### config.mk
export PLATFORM = sky130hd
export DESIGN_NAME = onewire_rom_search_engine_flat
export DESIGN_NICKNAME = d
export VERILOG_FILES = /design/src/rtl/ows_pkg.sv /design/src/rtl/ows_if.sv /design/src/rtl/ows_core.sv /design/src/rtl/onewire_rom_search_engine.sv /design/src/flat_wrapper.sv
export SDC_FILE = /design/constraint.sdc
export NUM_CORES = 1
export LEC_CHECK = 0
export ABC_AREA = 1
export BUFFER_PORTS_ARGS = -buffer_cell sky130_fd_sc_hd__buf_2
export CAP_MARGIN = 20
export CORE_AREA = 2 2 152 154
export DETAILED_ROUTE_END_ITERATION = 10
export DIE_AREA = 0 0 154 156
export HOLD_SLACK_MARGIN = 0.03
export PLACE_DENSITY_LB_ADDON = 0.2
export REMOVE_ABC_BUFFERS = 1
export SYNTH_ARGS = -nofsm -noshare
export SYNTH_HDL_FRONTEND = slang
export SYNTH_SLANG_ARGS = --single-unit
### constraint.sdc
create_clock -name i_clk -period 7.65 [get_ports i_clk]
set_input_delay 0.3825 -clock i_clk [delete_from_list [all_inputs] [get_ports i_clk]]
set_output_delay 0.3825 -clock i_clk [all_outputs]
set_load 0.02 [all_outputs]
### src/rtl/ows_pkg.sv
`default_nettype none

package ows_pkg;

    localparam int ROM_CODE_W   = 64;
    localparam int FAMILY_LIMIT = 9;
    localparam int FAMILY_W     = 4;
    localparam int FIRST_BYTE_W = 8;

    typedef enum logic [1:0] {
        OP_CLEAR = 2'd0,
        OP_BEGIN = 2'd1,
        OP_PAIR  = 2'd2
    } t_op;

    typedef struct packed {
        t_op  op;
        logic presence;
        logic id_bit;
        logic complement_bit;
    } t_in_word;

    typedef struct packed {
        logic                    issue_command;
        logic                    write_valid;
        logic                    write_bit;
        logic                    pass_done;
        logic                    found;
        logic [ROM_CODE_W-1:0]   rom_code;
        logic                    last_device;
        logic [FAMILY_W-1:0]     family_discrepancy;
    } t_result;

endpackage

`default_nettype wire

### src/rtl/ows_if.sv
`default_nettype none

interface ows_in_if;
    logic       valid;
    logic       ready;
    logic [1:0] op;
    logic       presence;
    logic       id_bit;
    logic       complement_bit;

    modport source (output valid, output op, output presence, output id_bit,
                    output complement_bit, input ready);
    modport sink   (input valid, input op, input presence, input id_bit,
                    input complement_bit, output ready);
endinterface

interface ows_out_if;
    logic                            valid;
    logic                            ready;
    logic                            issue_command;
    logic                            write_valid;
    logic                            write_bit;
    logic                            pass_done;
    logic                            found;
    logic [ows_pkg::ROM_CODE_W-1:0]  rom_code;
    logic                            last_device;
    logic [ows_pkg::FAMILY_W-1:0]    family_discrepancy;

    modport source (output valid, output issue_command, output write_valid,
                    output write_bit, output pass_done, output found,
                    output rom_code, output last_device,
                    output family_discrepancy, input ready);
    modport sink   (input valid, input issue_command, input write_valid,
                    input write_bit, input pass_done, input found,
                    input rom_code, input last_device,
                    input family_discrepancy, output ready);
endinterface

`default_nettype wire

### src/rtl/ows_core.sv
`default_nettype none

module ows_core #(
    parameter int ROM_BITS = 64
) (
    input  wire                    i_clk,
    input  wire                    i_rst_n,
    input  wire                    i_fire,
    input  ows_pkg::t_in_word      i_word,
    output ows_pkg::t_result       o_result
);

    localparam int PW = $clog2(ROM_BITS + 2);
    localparam int IW = $clog2(ROM_BITS);

    logic [ROM_BITS-1:0]          r_shadow, n_shadow;
    logic [PW-1:0]                r_last_conflict, n_last_conflict;
    logic [ows_pkg::FAMILY_W-1:0] r_last_family, n_last_family;
    logic                         r_done, n_done;
    logic [PW-1:0]                r_pos, n_pos;
    logic [PW-1:0]                r_last_zero, n_last_zero;
    logic                         r_active, n_active;

    logic [PW-1:0] pos_m1;
    logic [IW-1:0] idx;
    logic          dir;
    ows_pkg::t_result res;

    always_comb begin
        n_shadow        = r_shadow;
        n_last_conflict = r_last_conflict;
        n_last_family   = r_last_family;
        n_done          = r_done;
        n_pos           = r_pos;
        n_last_zero     = r_last_zero;
        n_active        = r_active;
        res             = '0;
        pos_m1          = r_pos - PW'(1);
        idx             = pos_m1[IW-1:0];
        dir             = 1'b0;

        case (i_word.op)
            ows_pkg::OP_CLEAR: begin
                n_shadow        = '0;
                n_last_conflict = '0;
                n_last_family   = '0;
                n_done          = 1'b0;
                n_pos           = PW'(1);
                n_last_zero     = '0;
                n_active        = 1'b0;
            end
            ows_pkg::OP_BEGIN: begin
                n_active    = 1'b0;
                n_pos       = PW'(1);
                n_last_zero = '0;
                if (r_done || !i_word.presence) begin
                    n_last_conflict = '0;
                    n_last_family   = '0;
                    n_done          = 1'b0;
                    res.pass_done   = 1'b1;
                end else begin
                    res.issue_command = 1'b1;
                    n_active          = 1'b1;
                end
            end
            ows_pkg::OP_PAIR: begin
                if (r_active) begin
                    if (i_word.id_bit && i_word.complement_bit) begin
                        // nobody answered this bit: abandon the search
                        n_last_conflict = '0;
                        n_last_family   = '0;
                        n_done          = 1'b0;
                        n_active        = 1'b0;
                        n_pos           = PW'(1);
                        res.pass_done   = 1'b1;
                    end else begin
                        if (i_word.id_bit != i_word.complement_bit) begin
                            dir = i_word.id_bit;
                        end else begin
                            // discrepancy: follow the previous path, then take 1 at the
                            // last conflict, 0 beyond it
                            if (r_pos < r_last_conflict) begin
                                dir = r_shadow[idx];
                            end else begin
                                dir = (r_pos == r_last_conflict);
                            end
                            if (!dir) begin
                                n_last_zero = r_pos;
                                if (r_pos < PW'(ows_pkg::FAMILY_LIMIT)) begin
                                    n_last_family = r_pos[ows_pkg::FAMILY_W-1:0];
                                end
                            end
                        end
                        n_shadow[idx]   = dir;
                        res.write_valid = 1'b1;
                        res.write_bit   = dir;
                        n_pos           = r_pos + PW'(1);
                        if (r_pos == PW'(ROM_BITS)) begin
                            n_active        = 1'b0;
                            n_pos           = PW'(1);
                            res.pass_done   = 1'b1;
                            n_last_conflict = n_last_zero;
                            if (n_last_zero == '0) begin
                                n_done = 1'b1;
                            end
                            if (n_shadow[ows_pkg::FIRST_BYTE_W-1:0] == '0) begin
                                n_last_conflict = '0;
                                n_last_family   = '0;
                                n_done          = 1'b0;
                            end else begin
                                res.found       = 1'b1;
                                res.rom_code    = ows_pkg::ROM_CODE_W'(n_shadow);
                                res.last_device = n_done;
                            end
                        end
                    end
                end
            end
            default: begin
            end
        endcase

        res.family_discrepancy = n_last_family;
    end

    assign o_result = res;

    always_ff @(posedge i_clk) begin
        if (!i_rst_n) begin
            r_shadow        <= '0;
            r_last_conflict <= '0;
            r_last_family   <= '0;
            r_done          <= 1'b0;
            r_pos           <= PW'(1);
            r_last_zero     <= '0;
            r_active        <= 1'b0;
        end else if (i_fire) begin
            r_shadow        <= n_shadow;
            r_last_conflict <= n_last_conflict;
            r_last_family   <= n_last_family;
            r_done          <= n_done;
            r_pos           <= n_pos;
            r_last_zero     <= n_last_zero;
            r_active        <= n_active;
        end
    end

endmodule

`default_nettype wire

### src/rtl/onewire_rom_search_engine.sv
// a result is registered in the output register, or in the skid stage on a stall
// one word per cycle unless the skid stage is full; state updates on acceptance
// an output register plus one skid stage keep ready high while a result waits
// reset: synchronous, active low; clears the search state (bit position back to 1)
// and empties the output stages
`default_nettype none

module onewire_rom_search_engine #(
    parameter int ROM_BITS = 64
) (
    input  wire         i_clk,
    input  wire         i_rst_n,
    ows_in_if.sink      i_in,
    ows_out_if.source   o_out
);

    ows_pkg::t_in_word in_word;
    ows_pkg::t_result  res;
    logic              in_fire;
    logic              out_fire;

    ows_pkg::t_result  r_out, n_out;
    ows_pkg::t_result  r_skd, n_skd;
    logic              r_out_valid, n_out_valid;
    logic              r_skd_valid, n_skd_valid;

    assign in_word.op             = ows_pkg::t_op'(i_in.op);
    assign in_word.presence       = i_in.presence;
    assign in_word.id_bit         = i_in.id_bit;
    assign in_word.complement_bit = i_in.complement_bit;

    assign i_in.ready = !r_skd_valid;
    assign in_fire    = i_in.valid && !r_skd_valid;
    assign out_fire   = r_out_valid && o_out.ready;

    ows_core #(
        .ROM_BITS (ROM_BITS)
    ) u_core (
        .i_clk    (i_clk),
        .i_rst_n  (i_rst_n),
        .i_fire   (in_fire),
        .i_word   (in_word),
        .o_result (res)
    );

    always_comb begin
        n_out       = r_out;
        n_skd       = r_skd;
        n_out_valid = r_out_valid;
        n_skd_valid = r_skd_valid;
        if (r_skd_valid) begin
            if (out_fire) begin
                n_out       = r_skd;
                n_skd_valid = 1'b0;
            end
        end else if (in_fire) begin
            if (!r_out_valid || out_fire) begin
                n_out       = res;
                n_out_valid = 1'b1;
            end else begin
                // output stalled: park the new word
                n_skd       = res;
                n_skd_valid = 1'b1;
            end
        end else if (out_fire) begin
            n_out_valid = 1'b0;
        end
    end

    always_ff @(posedge i_clk) begin
        if (!i_rst_n) begin
            r_out_valid <= 1'b0;
            r_skd_valid <= 1'b0;
        end else begin
            r_out_valid <= n_out_valid;
            r_skd_valid <= n_skd_valid;
        end
    end

    always_ff @(posedge i_clk) begin
        r_out <= n_out;
        r_skd <= n_skd;
    end

    assign o_out.valid              = r_out_valid;
    assign o_out.issue_command      = r_out.issue_command;
    assign o_out.write_valid        = r_out.write_valid;
    assign o_out.write_bit          = r_out.write_bit;
    assign o_out.pass_done          = r_out.pass_done;
    assign o_out.found              = r_out.found;
    assign o_out.rom_code           = r_out.rom_code;
    assign o_out.last_device        = r_out.last_device;
    assign o_out.family_discrepancy = r_out.family_discrepancy;

endmodule

`default_nettype wire

### src/flat_wrapper.sv
// flat-port wrapper written by rule: the top's interface ports become plain ports
module onewire_rom_search_engine_flat 
#(
    parameter int ROM_BITS = 64
)
  (i_clk, i_rst_n, i_in_valid, i_in_op, i_in_presence, i_in_id_bit, i_in_complement_bit, i_in_ready, o_out_valid, o_out_issue_command, o_out_write_valid, o_out_write_bit, o_out_pass_done, o_out_found, o_out_rom_code, o_out_last_device, o_out_family_discrepancy, o_out_ready);
  ows_in_if i_in_i ();
  ows_out_if o_out_i ();
  input  wire i_clk;
  input  wire i_rst_n;
  input wire logic [$bits(i_in_i.valid)-1:0] i_in_valid;
  input wire logic [$bits(i_in_i.op)-1:0] i_in_op;
  input wire logic [$bits(i_in_i.presence)-1:0] i_in_presence;
  input wire logic [$bits(i_in_i.id_bit)-1:0] i_in_id_bit;
  input wire logic [$bits(i_in_i.complement_bit)-1:0] i_in_complement_bit;
  output wire logic [$bits(i_in_i.ready)-1:0] i_in_ready;
  output wire logic [$bits(o_out_i.valid)-1:0] o_out_valid;
  output wire logic [$bits(o_out_i.issue_command)-1:0] o_out_issue_command;
  output wire logic [$bits(o_out_i.write_valid)-1:0] o_out_write_valid;
  output wire logic [$bits(o_out_i.write_bit)-1:0] o_out_write_bit;
  output wire logic [$bits(o_out_i.pass_done)-1:0] o_out_pass_done;
  output wire logic [$bits(o_out_i.found)-1:0] o_out_found;
  output wire logic [$bits(o_out_i.rom_code)-1:0] o_out_rom_code;
  output wire logic [$bits(o_out_i.last_device)-1:0] o_out_last_device;
  output wire logic [$bits(o_out_i.family_discrepancy)-1:0] o_out_family_discrepancy;
  input wire logic [$bits(o_out_i.ready)-1:0] o_out_ready;
  assign i_in_i.valid = i_in_valid;
  assign i_in_i.op = i_in_op;
  assign i_in_i.presence = i_in_presence;
  assign i_in_i.id_bit = i_in_id_bit;
  assign i_in_i.complement_bit = i_in_complement_bit;
  assign i_in_ready = i_in_i.ready;
  assign o_out_valid = o_out_i.valid;
  assign o_out_issue_command = o_out_i.issue_command;
  assign o_out_write_valid = o_out_i.write_valid;
  assign o_out_write_bit = o_out_i.write_bit;
  assign o_out_pass_done = o_out_i.pass_done;
  assign o_out_found = o_out_i.found;
  assign o_out_rom_code = o_out_i.rom_code;
  assign o_out_last_device = o_out_i.last_device;
  assign o_out_family_discrepancy = o_out_i.family_discrepancy;
  assign o_out_i.ready = o_out_ready;
  onewire_rom_search_engine #(.ROM_BITS(ROM_BITS)) u_core (.i_clk(i_clk), .i_rst_n(i_rst_n), .i_in(i_in_i), .o_out(o_out_i));
endmodule
==> flow_summary.toml <==
[die]
die_h_um = 156
core_sq_um = 22370
rows = 55
num_io_pins = 85
die_w_um = 154
start_util = 0.5583
die_area_sq_um = 24020

[power]
report.power.total_mw = 3.169
p_per_area_nw_per_um2 = 229.4
ir_worst_vdd_mv = 0.1454
p_leak_nw = 5.434

[flow_run]
cap_violations = 0

[drt]
ant_nets = 0
route.final.wire_length_mm = 28.92
viasPerCell = 5.519
detail_route.iter0.violations = 795
drcViolationCount = 0
wl_per_cell_um = 16.58
first_pass_iters = 5
vias = 9625

[setup_path]
end_kind = "flip-flop"
cp.required_ns = 8.02
r2r_cells = 20
cpMaxStageDelayCell = "ha_1"
r2r-end = "u_core.o_out.rom_code[8]"
r2r_slack_ns = 2.69
path_cells = "inv_2 -> ha_1 -> clkinv_1 -> nand3_1 -> nand3_1 -> nand3_1 -> nand2_1 -> nand2_1 -> nand3_1 -> nand3_2 -> nand3_2 -> nand3_1 -> nand2_1 -> nand2_1 -> nor2_4 -> nand2_8 -> nand2_8 -> inv_6 -> nand3_1 -> a21oi_1"
r2r-start = "u_core.u_core.r_pos[0]"
critPathKind = "flip-flop to flip-flop"
critPathLaunchType = "flip-flop"
arrival_ns = 5.34
crit_top_cell = "nand3_1"
slowest_delay_ns = 0.72
cp_max_fo = 42

[clock_tree]
cts_resized = 0
hold_buffers = 0
clkLatencyLatePin_ns = 0.54
clk_path_buf_depth = 3
clk_pin_slew_ns = 0.06
post-cts-setup-buffers = 0
clock-sinks = 241
htree_levels = 1
tritoncts = "yes"
cts_buffers = 26
ctsRootBufferMaster = "clkbuf_16"

[synth]
netlist_area_sq_um = 12490
ys_warn_count = 0
synth_top_area_cell = "edfxtp_1"
synth-edff-count = 148
synth_seq_cells = 241
synthArstFlopShare = 0
synth_top_area_frac = 0.3559
synth_area_leaders = "edfxtp_1 36%, dfxtp_1 15%, nand2_1 8.9%"
ys_seq_area_frac = 0.5050
avgSynthCellArea_sq_um = 8.977
synth_cell_types = 44
ys.flop_type = "edfxtp_1"
syn_inst = 1391

[timing]
hold_viol_final = 0
fin_ws_ns = 2.686
rsz0062_at_grt = "no"
worst_pin_slew_ns = 1.042
finalSetupTns_ns = 0
min_period_over_period = 0.6489
setup_viol = 0
finalCriticalPeriod_ns = 4.964
slew_violations = 0
relSlewSlack = 0.3025
fin_worst_skew_ns = 0.01830
fmax_mhz = 201.4

[hold_path]
hold_path_depth = 4
holdPathEnd = "u_core.r_skd_valid"
hp-start = "o_out_ready"
worstHoldPathType = "input pin to flip-flop"

[global_routing]
grt_max_degree = 63
grt-ovfl-total = 0
first_global_vias = 8978
grt_use_total = 0.2385
antenna_found_initial = 0
grt_first_pass_wirelength_mm = 46.47

[cells_and_area]
drive_gt1_frac = 0.1816
fin_util = 0.6178
final_net_count = 1462
syn2layout_area_growth_pct = 10.66
stdcell_area_sq_um = 13820
layout_commonest_cell = "nand2_1"
nFillCells = 1907
final_cell_mix = "295 x nand2_1, 162 x nor2_1, 148 x edfxtp_1"
antennaDiodeCount = 0

[place]
hpwl_mm = 18.46
placed_area_sq_um = 12950
place_ws_ns = 2.751
gp_congestion = 0.9176
port_buffers = 84

[outcome]
status = "complete, no violations"
==> worst max-delay path by stage <==
stage / from / endpoint / cells after the start / slack (ns)
after floorplan: u_core.r_skd_valid / u_core.u_core.r_shadow[10] / 7 / 0.24
after global placement: u_core.u_core.r_pos[0] / u_core.o_out.rom_code[8] / 20 / 2.94
after detailed placement: u_core.u_core.r_pos[0] / u_core.o_out.rom_code[8] / 20 / 2.75
after CTS: u_core.u_core.r_pos[0] / u_core.o_out.rom_code[8] / 20 / 2.73
after global routing: u_core.u_core.r_pos[0] / u_core.o_out.rom_code[8] / 20 / 2.25
final: u_core.u_core.r_pos[0] / u_core.o_out.rom_code[8] / 20 / 2.69
==> layer usage <==
layer  up-vias  global-route usage  share of wire
met1      4491              0.3304           0.45
li1       4792                   -              -
met4         0             0.07610          0.029
met5         -                   0              0
met3        65             0.03111          0.052
met2       277              0.3923           0.47
==> cells in the mapped netlist, types with 9 or more instances <==
master    number
ha_1          14
nor2_4        22
nand2_1      295
inv_2         29
a211oi_1      29
a21oi_1      124
nor2_1       163
nand3_1       96
inv_1         85
clkinv_1       9
o21ai_0       93
edfxtp_1     148
mux2i_4       18
clkbuf_1      41
buf_1         10
buf_2         10
dfxtp_1       93
a21oi_2       21
nand3_4       20
==> logic make-up (layout without fill, tap and decap cells) <==
kind of cell	after synthesis	in the layout	synth area share
AND/OR/NAND/NOR	624	624	0.2415
AO/OA/AOI/OAI	287	287	0.1289
flip-flops	241	241	0.5050
buffers and inverters	199	267	0.07094
multiplexers	22	22	0.03567
adder cells (fa/ha/maj)	14	14	0.01403
XOR/XNOR	4	4	0.004008
==> critical path: cells and delay by family, from the launching register on <==
family / cells / cell delay [ns]
AOI/OAI and AO/OA: 1 / 0.18
buffers and inverters: 3 / 1.63
adders and majority gates: 1 / 0.72
DFF: 1 / 0.32
and+or+nand+nor: 15 / 1.93
==> stage by stage <==
step                instances  hold slack [ns]
global placement         1695           0.4538
detailed placement       1695           0.4562
CTS                      1743           0.1370
global route             1744           0.1786
floorplan                1316           0.4453
finish                   1744           0.1460
==> layout make-up <==
class                   instances  area [sq um]  area share
clock buffers                  42         772.0     0.05587
clock inverters                 6         78.83    0.005704
inverters                     124         471.7     0.03414
multi-input cells             951          5316      0.3847
flip-flops and latches        241          6307      0.4564
well taps                     285         356.6     0.02581
repair buffers                 95         515.5     0.03731
==> report_power, final <==
group	internal (mW)	switching [mW]	total (mW)
clock network	0.754	0.507	1.26
registers	1.44	0.0286	1.46
logic	0.122	0.322	0.444
total	2.31	0.858	3.17
==> sequential cells by signal, summed over array words and instances, names as in the netlist <==
register and flops:
u_core.o_out.write_valid 1, u_core.o_out.write_bit 1, u_core.r_skd 74, u_core.o_out.issue_command 1, u_core.u_core.r_last_conflict 7, u_core.u_core.r_done 1
u_core.r_skd_valid 1, u_core.u_core.r_active 1, u_core.u_core.r_last_family 4, u_core.u_core.r_pos 7, u_core.o_out.valid 1, u_core.o_out.family_discrepancy 4
u_core.o_out.last_device 1, u_core.o_out.rom_code 64, u_core.o_out.found 1, u_core.o_out.pass_done 1, u_core.u_core.r_last_zero 7, u_core.u_core.r_shadow 64
Note: power is estimated with default switching activity, not from simulation.
